$ cat src/hw/rtl/fbba_pkg.sv
`timescale 1ns / 1ps

package fbba_pkg;

  // Field widths fixed by the interface.
  localparam int NUM_W      = 32;
  localparam int STATUS_W   = 2;
  localparam int NBLK_CFG_W = 4;
  localparam int CFG_DATA_W = 32;
  localparam int CFG_IDX_W  = 1;

  // Request kinds.
  localparam logic MODE_ALLOC = 1'b0;
  localparam logic MODE_FREE  = 1'b1;

  // Result status codes.
  localparam logic [STATUS_W-1:0] ST_OK    = 2'd0;
  localparam logic [STATUS_W-1:0] ST_FULL  = 2'd1;
  localparam logic [STATUS_W-1:0] ST_NULL  = 2'd2;
  localparam logic [STATUS_W-1:0] ST_RANGE = 2'd3;

  // Configuration register indexes.
  localparam logic [CFG_IDX_W-1:0] CFG_DATA_BASE         = 1'd0;
  localparam logic [CFG_IDX_W-1:0] CFG_MAP_BLOCKS_IN_USE = 1'd1;

  // Reset values of the configuration registers.
  localparam logic [NUM_W-1:0]      DATA_BASE_RST         = 32'd1;
  localparam logic [NBLK_CFG_W-1:0] MAP_BLOCKS_IN_USE_RST = 4'd8;

  typedef struct packed {
    logic             mode;
    logic [NUM_W-1:0] block_number;
  } req_t;

  typedef struct packed {
    logic [NUM_W-1:0]    allocated_block;
    logic [STATUS_W-1:0] status;
    logic                map_dirty;
  } rsp_t;

  // Commands from the controller to the datapath.
  typedef struct packed {
    logic clear;
    logic load;
    logic prep;
    logic scan;
    logic alloc_write;
    logic free_check;
    logic free_write;
  } cmd_t;

  // Status from the datapath to the controller.
  typedef struct packed {
    logic clear_last;
    logic is_free;
    logic scan_hit;
    logic scan_done;
    logic free_ok;
  } sts_t;

endpackage

$ cat src/hw/rtl/fbba_ctrl.sv
`timescale 1ns / 1ps

module fbba_ctrl import fbba_pkg::*; (
  input  logic clk,
  input  logic rst,
  input  logic start,
  input  sts_t sts,
  output cmd_t cmd,
  output logic busy,
  output logic done
);

  localparam logic [3:0] S_CLEAR  = 4'd0;
  localparam logic [3:0] S_IDLE   = 4'd1;
  localparam logic [3:0] S_PREP   = 4'd2;
  localparam logic [3:0] S_SCAN   = 4'd3;
  localparam logic [3:0] S_AWRITE = 4'd4;
  localparam logic [3:0] S_FCHK   = 4'd5;
  localparam logic [3:0] S_FWRITE = 4'd6;
  localparam logic [3:0] S_DONE   = 4'd7;

  logic [3:0] state;
  logic [3:0] state_next;

  // Next-state logic.
  always_comb begin
    state_next = state;
    case (state)
      S_CLEAR: begin
        if (sts.clear_last) state_next = S_IDLE;
      end
      S_IDLE: begin
        if (start) state_next = S_PREP;
      end
      S_PREP: begin
        state_next = sts.is_free ? S_FCHK : S_SCAN;
      end
      S_SCAN: begin
        if (sts.scan_hit) state_next = S_AWRITE;
        else if (sts.scan_done) state_next = S_DONE;
      end
      S_AWRITE: state_next = S_DONE;
      S_FCHK: begin
        state_next = sts.free_ok ? S_FWRITE : S_DONE;
      end
      S_FWRITE: state_next = S_DONE;
      S_DONE:   state_next = S_IDLE;
      default:  state_next = S_IDLE;
    endcase
  end

  // State register; reset starts the clearing pass over the map.
  always_ff @(posedge clk) begin
    if (rst) begin
      state <= S_CLEAR;
    end else begin
      state <= state_next;
    end
  end

  // Commands decoded from the state.
  always_comb begin
    cmd             = '0;
    cmd.clear       = (state == S_CLEAR);
    cmd.load        = (state == S_IDLE) && start;
    cmd.prep        = (state == S_PREP);
    cmd.scan        = (state == S_SCAN);
    cmd.alloc_write = (state == S_AWRITE);
    cmd.free_check  = (state == S_FCHK);
    cmd.free_write  = (state == S_FWRITE);
  end

  assign busy = (state != S_IDLE);
  assign done = (state == S_DONE);

`ifndef NO_ASSERTIONS
  // The clearing pass holds off requests right after reset.
  a_reset_busy: assert property (@(posedge clk) rst |=> busy)
    else $error("block not busy after reset");

  // An accepted request keeps the block busy until its result is out.
  a_accept_busy: assert property (@(posedge clk) disable iff (rst)
    (start && !busy) |=> busy)
    else $error("accepted request did not make the block busy");

  // Exactly one result per request: the strobe drops straight after it rises.
  a_done_single: assert property (@(posedge clk) disable iff (rst)
    done |=> !done)
    else $error("result strobe held for more than one cycle");
`endif

endmodule

$ cat config.mk
export PLATFORM = sky130hd
export DESIGN_NAME = fbba_ctrl
export DESIGN_NICKNAME = d
export VERILOG_FILES = /design/src/hw/rtl/fbba_pkg.sv /design/src/hw/rtl/fbba_ctrl.sv
export SDC_FILE = /design/constraint.sdc
export NUM_CORES = 1
export LEC_CHECK = 0
export BUFFER_PORTS_ARGS = -buffer_cell sky130_fd_sc_hd__buf_2
export CAP_MARGIN = 5
export CORE_AREA = 2 2 39 41
export DETAILED_ROUTE_END_ITERATION = 8
export DIE_AREA = 0 0 41 43
export PLACE_DENSITY_LB_ADDON = 0.05
export SETUP_SLACK_MARGIN = 0.05
export SYNTH_ARGS = -nofsm -noshare
export SYNTH_HDL_FRONTEND = slang
export SYNTH_SLANG_ARGS = --single-unit
$ cat constraint.sdc
create_clock -name clk -period 2.18 [get_ports clk]
set_clock_uncertainty 0.15 [all_clocks]
set_input_delay 0.218 -clock clk [delete_from_list [all_inputs] [get_ports clk]]
set_output_delay 0.218 -clock clk [all_outputs]
set_load 0.03 [all_outputs]
# After elaboration in Yosys (flattened, before gate mapping)
# Index checks and enable logic that the tools add are counted.
# totals
register_bits	4
input_bits	8
out_inout_bits	9
wordCells	23
# op_classes
n_eq_ne	11
muxes	7
n_reduce_logical	4
# ops
operator	count
one-hot mux 4 bit (6 select lines)	1
== test 4 x 3 -> 1 bit, second input constant	4
2-to-1 mux 4 bit	4
== test 4 x 2 -> 1 bit, second input constant	2
== test 4 x 1 -> 1 bit, second input constant	1
logical NOT 4 bit	1
inequality test 2 bit, second input constant	2
inequality test 4 x 1 -> 1 bit, second input constant	1
2-to-1 mux 3 bit	1
inequality test 3 bit, second input constant	1
AND reduction 3 bit	1
OR reduction 2 bit	1
logical AND 1 bit	1
2-to-1 mux 1 bit	1

# Depth between registers and ports, before layout
# logic_depth
word_depth	3
mapped_depth	4
depth_no_buf	3

# Worst setup path before layout
# No wires, ideal clock.
# synth_path
path_type	reg2out
from	register state[1]
to	output cmd[4] (netlist name)
t_arrival_ns	1.292
required_ns	1.812
slack_ns	0.520
path_stages_with_launch	3
path_buffers	1
cell_sequence	dfxtp_1 > buf_4 > nor3b_1
# synth_rtl
element	line_no	text
from (decl)	fbba_ctrl.sv:22	logic [3:0] state;
from (signal assigned)	fbba_ctrl.sv:57	state <= state_next;
to (decl)	fbba_ctrl.sv:8	output cmd_t cmd,

==> impl_results.html <==
<table>
<tr><th>Metric</th><th>Value</th></tr>
<tr><th colspan="2">Setup path</th></tr>
<tr><td>Crit-path leading delay family</td><td>flip-flops</td></tr>
<tr><td>CP peak stage delay</td><td>0.60 ns</td></tr>
<tr><td>Maximum fanout along the worst path</td><td>14</td></tr>
<tr><td>Critical path startpoint category</td><td>flip-flop</td></tr>
<tr><td>Req. time, crit path</td><td>1.81 ns</td></tr>
<tr><td>Ordered list of cells on the worst path</td><td>nand2_1, nor3_1, buf_2</td></tr>
<tr><td>Sum of buffers and inverters on the critical path</td><td>1</td></tr>
<tr><td>Classification of the worst setup path</td><td>reg2out</td></tr>
<tr><td>Startpoint of the worst register-to-register path</td><td>state[2]$_SDFFE_PP0P_</td></tr>
<tr><td>Worst Setup End Kind</td><td>output pin</td></tr>
<tr><td>Worst EP arrival</td><td>1.33 ns</td></tr>
<tr><td>Slowest-stage cell, CP</td><td>sky130_fd_sc_hd__dfxtp_1</td></tr>
<tr><td>Startpoint of the most critical setup path</td><td>state[0]$_SDFFE_PP0P_</td></tr>
<tr><th colspan="2">Synth</th></tr>
<tr><td>Number of register bits inferred by synthesis</td><td>3</td></tr>
<tr><td>Largest cells by area after synthesis</td><td>sky130_fd_sc_hd__dfxtp_1 23%, sky130_fd_sc_hd__buf_6 8.5%, sky130_fd_sc_hd__nor3b_1 8.5%</td></tr>
<tr><td>Netlist area before placement</td><td>264 µm²</td></tr>
<tr><td>Synth area leader</td><td>sky130_fd_sc_hd__dfxtp_1</td></tr>
<tr><td>Post-synthesis sequential area ratio</td><td>between 20% and 30%</td></tr>
<tr><td>Syn_nets</td><td>41</td></tr>
<tr><td>Mean instance size in the synthesized netlist</td><td>between 8 and 9 µm²</td></tr>
<tr><td>Distinct cell type count after synthesis</td><td>20</td></tr>
<tr><td>Fraction of post-synthesis cell area in the top cell type by area</td><td>22.7%</td></tr>
<tr><td>Number of warnings reported in the yosys synthesis log</td><td>0</td></tr>
<tr><td>Post-synthesis cell count</td><td>33</td></tr>
<tr><th colspan="2">STA</th></tr>
<tr><td>Final critical delay including setup and external delays</td><td>1.70 ns</td></tr>
<tr><td>Setup Total Neg Slack</td><td>0 ns</td></tr>
<tr><td>Transition time at the pin with the least slew margin</td><td>about 0.48 ns</td></tr>
<tr><td>RSZ-0062 raised after global routing</td><td>no</td></tr>
<tr><td>Final worst hold slack</td><td>0.0533 ns</td></tr>
<tr><td>Final Worst Setup Slack</td><td>0.483 ns</td></tr>
<tr><td>Fmax</td><td>589 MHz</td></tr>
<tr><td>Fraction of the cycle the final worst path needs</td><td>77.8%</td></tr>
<tr><td># setup viols final</td><td>0</td></tr>
<tr><td>Slew Limit Fails</td><td>0</td></tr>
<tr><td>Max-slew headroom at the worst pin</td><td>67.9%</td></tr>
<tr><td>Hold Fails Final Rpt</td><td>0</td></tr>
<tr><th colspan="2">Drt</th></tr>
<tr><td>Total number of vias</td><td>288</td></tr>
<tr><td>Average wire per standard cell</td><td>10.5 µm</td></tr>
<tr><td>Detailed-router iteration count before antenna repair</td><td>2</td></tr>
<tr><td>Routed met1 length</td><td>307 µm</td></tr>
<tr><td>Uppermost metal layer occupied by signal nets</td><td>met3</td></tr>
<tr><td>First DRT Iteration DRCs</td><td>3</td></tr>
<tr><td>Residual DRC count</td><td>0</td></tr>
<tr><td>Met3 wire length</td><td>between 60 and 70 µm</td></tr>
<tr><td>Sum of met2 wire segment lengths after detailed routing</td><td>323 µm</td></tr>
<tr><td>Post-detailed-route count of antenna-violating nets</td><td>0</td></tr>
<tr><td>Wirelength, routed</td><td>695 µm</td></tr>
<tr><td>Per-cell via count in the routed design</td><td>4.36</td></tr>
<tr><th colspan="2">Floorplanning</th></tr>
<tr><td>Die area</td><td>1760 µm²</td></tr>
<tr><td>Row Count</td><td>14</td></tr>
<tr><td>Die extent in y</td><td>43 µm</td></tr>
<tr><td>Floorplan core area</td><td>1380 µm²</td></tr>
<tr><td>Die X-Extent</td><td>41 µm</td></tr>
<tr><td>Num ports</td><td>17</td></tr>
<tr><td>Starting utilization of the core area</td><td>19.1%</td></tr>
<tr><th colspan="2">Layout</th></tr>
<tr><td>Largest registers in the final layout</td><td>state x3</td></tr>
<tr><td>Layout cell share with drive strength beyond 1</td><td>44.0%</td></tr>
<tr><td>Area of the multi-input gates</td><td>170 µm²</td></tr>
<tr><td>Area growth syn-to-layout</td><td>36.5%</td></tr>
<tr><td>Largest register FFs</td><td>3</td></tr>
<tr><td>Filler cell count in the final layout</td><td>167</td></tr>
<tr><td>Number of nets at the end of the flow</td><td>59</td></tr>
<tr><td>Top reg by flops</td><td>state</td></tr>
<tr><td>Antenna cells</td><td>0</td></tr>
<tr><td>Register Area</td><td>60.1 µm²</td></tr>
<tr><th colspan="2">Clocking</th></tr>
<tr><td>Clock Pin Slew Worst Setup and Hold Paths</td><td>~0.040 ns</td></tr>
<tr><td>Total clock buffers created by CTS</td><td>3</td></tr>
<tr><td>Clock tree from TritonCTS</td><td>built</td></tr>
<tr><td>Clock root buffer master</td><td>sky130_fd_sc_hd__clkbuf_4</td></tr>
<tr><td># clock sinks</td><td>3</td></tr>
<tr><td>Number of post-CTS setup repair buffers</td><td>0</td></tr>
<tr><td>H-tree depth</td><td>1</td></tr>
<tr><td>Number of gates resized after cts</td><td>0</td></tr>
<tr><td>Max Buffers Root-to-Sink</td><td>2</td></tr>
<tr><td># hold bufs at CTS</td><td>0</td></tr>
<tr><td>Clock insertion delay at the later pin of the skew report</td><td>0.23 ns</td></tr>
<tr><th colspan="2">Min path</th></tr>
<tr><td>Hold Startpoint</td><td>rst</td></tr>
<tr><td>Hold Crit Class</td><td>in2reg</td></tr>
<tr><th colspan="2">Pwr</th></tr>
<tr><td>Lkg Pwr</td><td>0.177 nW</td></tr>
<tr><td>Ratio of total power to cell area</td><td>754 nW/µm²</td></tr>
<tr><td>Max rail drop VDD</td><td>around 0.00024 V</td></tr>
<tr><th colspan="2">Global route</th></tr>
<tr><td>Total global routing overflow</td><td>0</td></tr>
<tr><td>Initial antenna violation count</td><td>0</td></tr>
<tr><td>Total GRT Usage</td><td>8.72%</td></tr>
<tr><td>Maximum number of pins on one net before global-route repair</td><td>16</td></tr>
<tr><td>First-pass GRT wire length</td><td>1060 µm</td></tr>
<tr><td>Number of global-route vias before repair</td><td>270</td></tr>
<tr><th colspan="2">Placement</th></tr>
<tr><td>Post-placement worst setup slack</td><td>0.726 ns</td></tr>
<tr><td>Placed wire-length estimate</td><td>between 500 and 600 µm</td></tr>
<tr><td>Weighted congestion at the end of routability-driven global placement</td><td>0.696</td></tr>
<tr><td>Count of port buffers added during placement</td><td>16</td></tr>
<tr><th colspan="2">Run</th></tr>
<tr><td>Max cap viols</td><td>0</td></tr>
<tr><th colspan="2">Outcome</th></tr>
<tr><td>Result of the run</td><td>finished, final reports clean</td></tr>
</table>
## report_power, final
| group | internal (mW) | switching [mW] | leakage [nW] | total (mW) |
|---|---|---|---|---|
| logic | 0.0356 | 0.0537 | 0.137 | 0.0893 |
| registers | 0.0618 | 0.0239 | 0.0247 | 0.0856 |
| clock network | 0.0686 | 0.0281 | 0.0150 | 0.0967 |
## layout by cell type, fill, tap and decap left out, types with 2 or more instances in the layout
master,instances
sky130_fd_sc_hd__nand2_1,4
sky130_fd_sc_hd__o21ai_1,2
sky130_fd_sc_hd__clkbuf_4,3
sky130_fd_sc_hd__buf_2,16
sky130_fd_sc_hd__nor2_1,4
sky130_fd_sc_hd__nor3_1,2
sky130_fd_sc_hd__dfxtp_1,3
sky130_fd_sc_hd__nor3b_1,3
## cells in the mapped netlist
cell type,instances
sky130_fd_sc_hd__a21oi_1,1
sky130_fd_sc_hd__a2bb2oi_1,1
sky130_fd_sc_hd__o21a_1,1
sky130_fd_sc_hd__buf_6,2
sky130_fd_sc_hd__nor3b_1,3
sky130_fd_sc_hd__inv_1,1
sky130_fd_sc_hd__and3_1,1
sky130_fd_sc_hd__nand3b_1,1
sky130_fd_sc_hd__buf_4,1
sky130_fd_sc_hd__o21ai_1,2
sky130_fd_sc_hd__a221oi_2,1
sky130_fd_sc_hd__nor3_1,2
sky130_fd_sc_hd__mux2i_1,1
sky130_fd_sc_hd__and3b_1,1
sky130_fd_sc_hd__nor2_1,4
sky130_fd_sc_hd__nand2_1,4
sky130_fd_sc_hd__o21bai_1,1
sky130_fd_sc_hd__a311oi_2,1
sky130_fd_sc_hd__dfxtp_1,3
sky130_fd_sc_hd__nor2_2,1
## through the flow
step	std cells	total power, mW	area (µm²)	util [%]
finish	66	0.272	360	26.0
detailed placement	62	0.177	334	24.1
global route	66	0.291	360	26.0
floorplan	33	0.158	264	-
CTS	66	0.279	360	26.0
global placement	62	0.175	334	24.1
## final cells by class
cell class | count | share of cell area, %
flip-flops and latches | 3 | 16.7
clock buffers | 4 | 7.29
well taps | 16 | 5.56
inverters | 1 | 1.04
multi-input cells | 26 | 47.2
repair buffers | 16 | 22.2
## cells by family after synthesis
logic type / Yosys count / share of synthesized area [%]
and+or+nand+nor: 17 / 34.6
AOI/OAI and AO/OA: 8 / 26.1
buffers and inverters: 4 / 12.8
DFF: 3 / 22.7
muxes: 1 / 3.79
## metal layers
metal	up-vias	global-route usage, %
met4	0	6.00
li1	152	-
met5	-	0
met3	0	2.09
met2	11	12.2
met1	125	11.2
## path summary, 6_finish.rpt
path / endpoint / slack [ns] / depth (start not counted)
setup / recovery: cmd[5] / 0.48 / 3
hold / removal: state[0]$_SDFFE_PP0P_ / 0.05 / 2
setup reg to reg: state[0]$_SDFFE_PP0P_ / 0.75 / 3
hold reg to reg: state[1]$_SDFFE_PP0P_ / 0.55 / 2
No activity file was read; power rests on OpenSTA's default activity.
